<file path="src/pip_pkg.sv">
package pip_pkg;

  localparam int OFS_W   = 11;
  localparam int CRD_W   = 16;
  localparam int REL_W   = CRD_W + 1;
  localparam int DIF_W   = OFS_W + 1;
  localparam int ARM_W   = REL_W + 1;
  localparam int PROD_W  = ARM_W + DIF_W;

  localparam logic MODE_VERTEX = 1'b0;
  localparam logic MODE_TEST   = 1'b1;

  typedef struct packed {
    logic signed [OFS_W-1:0] x;
    logic signed [OFS_W-1:0] y;
  } vtx_t;

  typedef struct packed {
    logic vld;
    logic prime;
    logic last;
  } edge_ctl_t;

  typedef struct packed {
    logic done;
    logic odd;
  } edge_sts_t;

endpackage

</file>
<file path="src/pip_edge_unit.sv">
module pip_edge_unit
  import pip_pkg::*;
(
  input  logic                    clk,
  input  logic                    rst_n,
  input  logic                    start,
  input  edge_ctl_t               ctl,
  input  vtx_t                    cur,
  input  logic signed [REL_W-1:0] dpx,
  input  logic signed [REL_W-1:0] dpy,
  output edge_sts_t               sts
);

  vtx_t                     prev_r;
  logic signed [DIF_W-1:0]  dy;
  logic signed [DIF_W-1:0]  dx;
  logic signed [ARM_W-1:0]  ax;
  logic signed [ARM_W-1:0]  ay;
  logic                     yi_above;
  logic                     yj_above;
  logic signed [PROD_W-1:0] lhs_r, lhs_nxt;
  logic signed [PROD_W-1:0] rhs_r, rhs_nxt;
  logic                     strad_r;
  logic                     dy_pos_r;
  logic                     vld_r;
  logic                     last_r;
  logic                     right;
  logic                     inside_r, inside_nxt;
  logic                     done_r;

  // Edge runs from the previous vertex (j) to the current one (i), relative to centre.
  always_comb begin
    yi_above = $signed({{(REL_W-OFS_W){cur.y[OFS_W-1]}}, cur.y}) > dpy;
    yj_above = $signed({{(REL_W-OFS_W){prev_r.y[OFS_W-1]}}, prev_r.y}) > dpy;
    dy = $signed({prev_r.y[OFS_W-1], prev_r.y}) - $signed({cur.y[OFS_W-1], cur.y});
    dx = $signed({prev_r.x[OFS_W-1], prev_r.x}) - $signed({cur.x[OFS_W-1], cur.x});
    ax = $signed({dpx[REL_W-1], dpx})
       - $signed({{(ARM_W-OFS_W){cur.x[OFS_W-1]}}, cur.x});
    ay = $signed({dpy[REL_W-1], dpy})
       - $signed({{(ARM_W-OFS_W){cur.y[OFS_W-1]}}, cur.y});
    lhs_nxt = ax * dy;
    rhs_nxt = dx * ay;
  end

  always_ff @(posedge clk) begin
    if (ctl.vld) begin
      prev_r   <= cur;
      lhs_r    <= lhs_nxt;
      rhs_r    <= rhs_nxt;
      strad_r  <= yi_above != yj_above;
      dy_pos_r <= ~dy[DIF_W-1];
      last_r   <= ctl.last;
    end
  end

  // Crossing compare flips with the sign of dy.
  always_comb begin
    right      = dy_pos_r ? (lhs_r < rhs_r) : (lhs_r > rhs_r);
    inside_nxt = inside_r;
    if (vld_r && strad_r && right) begin
      inside_nxt = ~inside_r;
    end
  end

  always_ff @(posedge clk) begin
    if (!rst_n) begin
      vld_r    <= 1'b0;
      inside_r <= 1'b0;
      done_r   <= 1'b0;
    end else begin
      vld_r  <= ctl.vld && !ctl.prime;
      done_r <= vld_r && last_r;
      if (start) begin
        inside_r <= 1'b0;
      end else begin
        inside_r <= inside_nxt;
      end
    end
  end

  assign sts.done = done_r;
  assign sts.odd  = inside_r;

endmodule

</file>
<file path="config.mk">
export PLATFORM = sky130hd
export DESIGN_NAME = pip_edge_unit
export DESIGN_NICKNAME = d
export VERILOG_FILES = /design/src/pip_pkg.sv /design/src/pip_edge_unit.sv
export SDC_FILE = /design/constraint.sdc
export NUM_CORES = 1
export LEC_CHECK = 0
export ABC_AREA = 1
export BUFFER_PORTS_ARGS = -buffer_cell sky130_fd_sc_hd__buf_4
export CAP_MARGIN = 20
export CORE_MARGIN = 5
export CORE_UTILIZATION = 25
export CTS_CLUSTER_SIZE = 10
export DETAILED_ROUTE_END_ITERATION = 7
export GPL_TIMING_DRIVEN = 1
export MAX_ROUTING_LAYER = met4
export PLACE_DENSITY_LB_ADDON = 0.1
export SLEW_MARGIN = 20
export SYNTH_ARGS = -nofsm -noshare
export SYNTH_HDL_FRONTEND = slang
export SYNTH_SLANG_ARGS = --single-unit
</file>
<file path="constraint.sdc">
create_clock -name clk -period 14.4 [get_ports clk]
set_input_delay 0.72 -clock clk [delete_from_list [all_inputs] [get_ports clk]]
set_output_delay 0.72 -clock clk [all_outputs]
set_load 0.01 [all_outputs]
</file>
==> results_dict.tcl, run 1 <==
set metrics [dict create \
    outcome "finished with violations" \
    violations "design-rule violations" \
    drtPass1Iterations 8 \
    core_um2 88500 \
    clock_path_buffers 2 \
    syn_inst 2665 \
    drv_cap 0 \
    ant_nets 0 \
    drive_gt1_share_pct 7.27 \
    end_kind "register" \
    drt_iter0_drc 671 \
    syn_area_per_cell_um2 8.38 \
    area_growth_pct 9.74 \
    ys_warn_count 0 \
    wl_per_cell_um 17.6 \
    cts.sinks 88 \
    numCtsBuffers 9 \
    cts_tree "done" \
    wl_um 68400 \
    grt_overflow 0 \
    finClkSkew_ns 0.0153 \
    rsz0062_at_grt "false" \
    final_hold_viol_count 0 \
    synth_nets 3357 \
    vias 16800 \
    cts_root_buf "clkbuf_16" \
    yosys.area.top_type "fa_1" \
    cp.arrival_ns 7.63 \
    yosys_most_used_dff "edfxtp_1" \
    fillers 9618 \
    htreeDepth 3 \
    critical_path.max_stage_delay_ns 0.54 \
    crit_path_max_fanout 11 \
    period_share_pct 52.1 \
    cpMostUsedCell "inv_1" \
    start_util_pct 25.2 \
    worstSetupPathType "in -> reg" \
    ios 64 \
    async_reset_ff_share_pct 0 \
    hold_path.class "reg -> reg" \
    avgViaCountPerCell 4.32 \
    synthesis.area_um2 22300 \
    antenna_found_initial 0 \
    slowest_stage "fa_1" \
    cts_resized 0 \
    post_synth_num_cell_types 63 \
    synth_top_area_share_pct 35.8 \
    grt_pass1_vias 18700 \
    drv_slew 0 \
    clock_latency_ns 0.38 \
    gp_congestion 0.866 \
    clk_pin_slew_worst_paths_ns 0.08 \
    max_slew_margin_pct 32.6 \
    die_y_um 309 \
    max_freq_mhz 133 \
    finalCriticalPeriod_ns 7.50 \
    fin_tns_setup_ns 0 \
    required_ns 14.52 \
    die_w_um 309 \
    tightest_slew_ns 1.01 \
    grt_pass1_wl_um 109000 \
    grt_usage_pct 15.4 \
    fin_nets 3409 \
    yosysSeqAreaShare_pct 11.7 \
    grt_max_degree 65 \
    post-route-drc-count 1 \
    cp-start-kind "input pin" \
    synth-seq-cells 88 \
    synthTopCellsByArea "fa_1, ha_1, inv_1" \
    synth.most_common_cell "inv_1" \
    synth-edff-count 85 \
    rows 109 \
    die_area_um2 95400 \
    synth_commonest_cells "inv_1, nand2_1, fa_1, ha_1, nor2_1" \
    cts_hold_buffers 0 \
    postCtsSetupRepairBufs 0 \
    setup_viol 0 \
    dpl.hpwl_um 59300 \
    portBuffers 63 \
]
-- per-stage QoR --
stage          area, µm²  instances  setup slack, ns  hold WS [ns]  utilization [%]
2_1_floorplan      22300       2665             7.71         0.410                -
3_3_place_gp       24200       3871             6.47         0.460             27.3
3_5_place_dp       24200       3871             6.52         0.465             27.4
4_1_cts            24500       3887             6.94         0.456             27.7
5_1_grt            24500       3887             6.44         0.465             27.7
6_report           24500       3888             6.90         0.467             27.7
-- placed cells by master, fill, tap and decap left out, types with 6 or more instances in the layout --
cell type,netlist,layout
xor2_2,7,10
fa_1,400,400
nand2_1,536,536
or2_2,10,10
xor2_1,37,34
nand3_1,55,55
o21ai_0,33,33
nand4_1,12,12
nand2_2,10,10
clkbuf_16,0,9
xnor2_1,37,35
a21o_1,12,12
inv_2,22,22
nor2_1,210,210
edfxtp_1,85,85
o21bai_1,9,9
nor4_1,6,6
nor2_2,7,7
ha_1,230,230
inv_1,686,686
a21oi_1,111,111
nor3_1,15,15
o21ai_1,12,12
buf_4,6,81
-- cell type report --
cell class	instances	area [µm²]	share of cell area, %
timing repair buffer	81	608	2.48
tap	1165	1460	5.95
antenna	1	2.50	0.0102
clock buffer	9	225	0.919
sequential	88	2610	10.7
clock inverter	7	65.1	0.265
multi-input combinational	1825	16900	68.8
inverter	712	2680	10.9
-- registers in the layout, indices dropped and copies added, names as in the netlist --
signal,cells
done_r,1
dy_pos_r,1
inside_r,1
last_r,1
lhs_r,30
prev_r,22
rhs_r,30
strad_r,1
vld_r,1
-- per-layer routing --
layer	GRT usage, %	wire length [µm]	vias to the layer above
li1	-	-	8062
met1	20.3	31800	8389
met2	25.4	32500	290
met3	2.15	2680	48
met4	3.47	1440	0
met5	-	0	-
-- worst max-delay path: cells and delay by family --
| family | cells | cell delay (ns) |
|---|---|---|
| adders and majority gates | 7 | 3.38 |
| and+or+nand+nor | 13 | 2.34 |
| buffers and inverters | 8 | 0.79 |
| AOI/OAI and AO/OA | 1 | 0.29 |
| xor gates and xnor gates | 1 | 0.08 |
-- logic make-up (layout without fill, tap and decap cells) --
group	Yosys count	in the layout	synth area share [%]
compound gates	223	223	6.19
buf+inv	752	809	13.0
other cells	0	1	0
xor+xnor	88	88	4.12
simple gates	884	884	16.3
flops	88	88	11.7
fa+ha+maj	630	630	48.7
-- final timing paths --
kind                                 start         to  slack [ns]  cells past startpoint
worst min-delay path                 vld_r     done_r        0.47                      2
worst min register to register       vld_r     done_r        0.47                      2
worst max register to register  prev_r[11]  rhs_r[20]        7.18                     28
worst max-delay path               cur[21]  lhs_r[29]        6.90                     30
Power of run 1 is left out: the tool's default activity adds up to more than one toggle a clock period on the data nets, which glitch-free logic cannot reach.
==> run 2: changes to the inputs <==
clock period = 6.27 ns   (was 14.4 ns; I/O delays follow)
==> run 2 against run 1 <==
  * First-iteration DRC count grew 25%
  * Cell count grew 15%
  * Clock-buffer cell count grew 1
  * Register-to-register slack lost 7.2 ns
  * Critical path type is now reg -> reg
  * The run now ends clean
  * Largest cell class unchanged
  * Utilization grew 7.4 points
==> results_dict.tcl, run 2 (synthesized netlist as in run 1, its figures left out) <==
set metrics [dict create \
    grt_pass1_wl_um 114000 \
    clk_pin_slew_worst_paths_ns 0.07 \
    critical_path.max_stage_delay_ns 0.55 \
    clock_path_buffers 2 \
    hold-path-cell-count 2 \
    max_freq_mhz 160 \
    drtPass1Iterations 5 \
    r2r_cells 28 \
    hold_path.class "in -> reg" \
    max_slew_margin_pct 39.6 \
    rows 109 \
    gp_congestion 0.865 \
    slowest_stage "fa_1" \
    core_um2 88500 \
    cpMostUsedCell "fa_1" \
    period_share_pct 99.6 \
    drive_gt1_share_pct 31.8 \
    numCtsBuffers 9 \
    finClkSkew_ns 0.0105 \
    cts_tree "done" \
    htreeDepth 3 \
    crit_path_max_fanout 5 \
    drt_iter0_drc 837 \
    rsz0062_at_grt "true" \
    layout_commonest_cell "inv_1" \
    clock_latency_ns 0.38 \
    path_delay_family "adder cells" \
    wl_um 72400 \
    final_hold_viol_count 0 \
    outcome "complete, no violations" \
    die_y_um 309 \
    grt_pass1_vias 20600 \
    cts_root_buf "clkbuf_16" \
    place_inst 4394 \
    worstSetupPathType "reg -> reg" \
    grt_max_degree 66 \
    path_depth 28 \
    ios 64 \
    dpl.hpwl_um 63700 \
    die_w_um 309 \
    antenna_found_initial 0 \
    drv_slew 0 \
    cp_num_buf_inv 7 \
    ant_nets 0 \
    wl_per_cell_um 16.2 \
    required_ns 6.39 \
    grt_overflow 0 \
    cp.arrival_ns 6.37 \
    end_kind "register" \
    tightest_slew_ns 0.906 \
    n_antenna_cell 0 \
    cts.sinks 88 \
    reg_top3 "lhs_r: 30 flops, rhs_r: 30 flops, prev_r: 22 flops" \
    drv_cap 0 \
    cp-start-kind "register" \
    stdcell_count 4475 \
    setup_viol 0 \
    portBuffers 63 \
    area_growth_pct 38.9 \
    fin_nets 3997 \
    die_area_um2 95400 \
    avgViaCountPerCell 4.21 \
    finalCriticalPeriod_ns 6.24 \
    cts_hold_buffers 0 \
    final_cell_mix "inv_1, buf_4, nand2_1" \
    post-route-drc-count 0 \
    vias 18800 \
    grt_usage_pct 15.8 \
    start_util_pct 25.2 \
]
## run 2: routing by layer
metal,up-vias,global-route usage (%),wire length [µm]
li1,9250,-,-
met1,9290,20.8,33900
met2,241,27.0,35400
met3,49,1.40,1930
met4,0,2.68,1150
met5,-,-,0
## run 2: per-stage QoR
stage / hold WS [ns] / utilization [%] / TNS, ns / cell area (µm²) / setup WS (ns)
final: 0.0899 / 35.1 / 0 / 31000 / 0.0260
after global routing: 0.0664 / 35.1 / -1.97 / 31000 / -0.214
after CTS: 0.0592 / 33.4 / -0.135 / 29600 / -0.0746
after detailed placement: 0.459 / 32.1 / -13.94 / 28400 / -0.710
after global placement: 0.460 / 32.1 / -14.03 / 28400 / -0.733
after floorplan: 0.385 / - / 0 / 22400 / 0.00138
## run 2: repair_timing
item,4_1_cts,5_1_grt
gates resized for setup,146,256
pin swaps,49,113
setup endpoints to repair,32,33
cloned,1,1
setup buffers,24,43
## run 2: area by class of cell
cell class	instances	area, µm²
fill	9195	57500
multi-input combinational	1825	18400
timing repair buffer	669	5590
inverter	712	2710
sequential	88	2610
tap	1165	1460
clock buffer	10	229
clock inverter	6	68.8
## run 2: worst reg2reg max path: cells and delay by family (launching register included)
kind	cells	cell delay (ns)
and+or+nand+nor	10	1.17
AOI/OAI and AO/OA	2	0.27
adders and majority gates	7	3.08
buffers and inverters	7	0.75
DFF	1	0.42
xor gates and xnor gates	2	0.30
## run 2: worst paths after layout
check	slack [ns]	end	startpoint
hold / removal	0.09	vld_r	ctl[1]
setup reg to reg	0.03	rhs_r[27]	prev_r[16]
setup / recovery	0.03	rhs_r[27]	prev_r[16]
hold reg to reg	0.47	done_r	vld_r
Power of run 2 is left out for the same reason.
==> run 3: changes to the inputs <==
CORE_UTILIZATION = 60   (was 25)
GPL_TIMING_DRIVEN = default   (was 1)
==> run 3 against run 2 <==
  * Clock skew shrank 0.0038 ns
  * Design area shrank 6.6%
  * Critical endpoint is now rhs_r[28]
  * Critical path depth grew 2
  * The flow now finishes with violations (negative setup slack)
  * Utilization grew 44 points
==> results_dict.tcl, run 3 (synthesized netlist as in run 1, its figures left out) <==
set metrics [dict create \
    outcome "finished with violations" \
    violations "negative setup slack" \
    worstSetupPathType "reg -> reg" \
    clock_path_buffers 2 \
    numCtsBuffers 9 \
    crit_path_max_fanout 6 \
    hold-path-cell-count 2 \
    finalCriticalPeriod_ns 6.30 \
    max_freq_mhz 159 \
    clk_pin_slew_worst_paths_ns 0.07 \
    antenna_found_initial 4 \
    grt_overflow 0 \
    fin_tns_setup_ns -0.0415 \
    drtPass1Iterations 5 \
    drt_iter0_drc 1122 \
    final_cell_mix "inv_1, nand2_1, buf_4" \
    timing.hold.ws_ns 0.111 \
    area_growth_pct 29.8 \
    cts_tree "done" \
    fillers 2488 \
    multi_input_area_um2 18300 \
    grt_max_degree 87 \
    max_slew_margin_pct 44.4 \
    setup_viol 2 \
    start_util_pct 60.9 \
    die_y_um 203 \
    drive_gt1_share_pct 28.5 \
    ios 64 \
    path_delay_family "adder cells" \
    layout_commonest_cell "inv_1" \
    cp_num_buf_inv 8 \
    r2r_slack_ns -0.03 \
    critical_path.max_stage_delay_ns 0.58 \
    drv_slew 0 \
    worst_hold_path.endpoint "vld_r" \
    wl_um 64200 \
    finClkSkew_ns 0.00676 \
    rows 70 \
    vias 19200 \
    cpMostUsedCell "fa_1" \
    grt_pass1_wl_um 98800 \
    end_kind "register" \
    grt_pass1_vias 20100 \
    required_ns 6.38 \
    ant_nets 0 \
    cp-start-kind "register" \
    hold_path.class "in -> reg" \
    timing.rr.start "prev_r[14]" \
    slowest_stage "fa_1" \
    clock_latency_ns 0.35 \
    period_share_pct 100 \
    avgViaCountPerCell 5.25 \
    die_area_um2 41200 \
    cts_root_buf "clkbuf_16" \
    grt_usage_pct 30.8 \
    r2r_cells 30 \
    wl_per_cell_um 17.6 \
    cts.sinks 88 \
    final_hold_viol_count 0 \
    regArea_um2 2610 \
    reg_top3 "lhs_r: 30 flops, rhs_r: 30 flops, prev_r: 22 flops" \
    cp.arrival_ns 6.40 \
    rsz0062_at_grt "true" \
    htreeDepth 3 \
    portBuffers 63 \
    worstHoldStart "ctl[1]" \
    r2r-end "rhs_r[28]" \
    drv_cap 0 \
    tightest_slew_ns 0.834 \
    die_w_um 203 \
    dpl.hpwl_um 53000 \
    finish.utilization_pct 79.0 \
    setup_ws_ns -0.0259 \
    post-route-drc-count 0 \
    gp_congestion 0.997 \
    fin_nets 3868 \
    core_um2 36700 \
]
## run 3: changes by cell type in the layout (fill, tap and decap cells not counted), sizes merged
cell | previous run | this run
buf | 668 | 537
diode | 0 | 4
clkinvlp | 4 | 7
inv | 707 | 704
clkbuf | 11 | 13
bufinv | 1 | 0
clkinv | 6 | 7
## run 3: what timing repair did
item,in CTS,in global routing
endpoints found under the setup margin,25,33
pin swaps,7,113
setup buffers,4,34
hold buffers,0,0
gates cloned,0,3
endpoints found under the hold margin,0,0
gates resized for setup,47,296
## run 3: worst max path at each step
| stage | startpoint | endpoint | slack (ns) | cells after the start |
|---|---|---|---|---|
| after floorplan | dpx[0] | lhs_r[24] | 0.001 | 29 |
| after global placement | cur[11] | lhs_r[26] | -0.54 | 26 |
| after detailed placement | cur[11] | lhs_r[26] | -0.65 | 26 |
| after CTS | prev_r[0] | lhs_r[26] | -0.01 | 28 |
| after global routing | prev_r[14] | rhs_r[28] | -0.28 | 30 |
| final | prev_r[14] | rhs_r[28] | -0.03 | 30 |
## run 3: area by class of cell
type                    count  area share (%)
flip-flops and latches     88            9.01
repair buffers            540            15.7
multi-input cells        1825            63.0
well taps                 468            2.02
clock inverters             6           0.160
clock buffers              10           0.790
diodes                      4          0.0345
inverters                 712            9.35
## run 3: per-layer routing
metal	share of wire [%]	track usage, %
met4	2.5	6.84
met2	48	49.9
met1	41	39.3
met3	8.3	8.34
met5	0	-
## run 3: worst register-to-register path, delay by kind of cell, from the launching register on
kind / cells / cell delay, ns
AO/OA/AOI/OAI: 5 / 0.94
adder cells (fa/ha/maj): 7 / 3.13
buffers and inverters: 8 / 0.64
flip-flops: 1 / 0.42
AND/OR/NAND/NOR: 10 / 0.92
## run 3: stage by stage
stage	worst slack, ns	std cells	area (µm²)
floorplan	0.00138	2665	22400
global placement	-0.541	3593	26800
detailed placement	-0.650	3593	26800
CTS	-0.0124	3613	27200
global route	-0.280	3653	29000
finish	-0.0259	3653	29000
Power of run 3 is left out for the same reason.
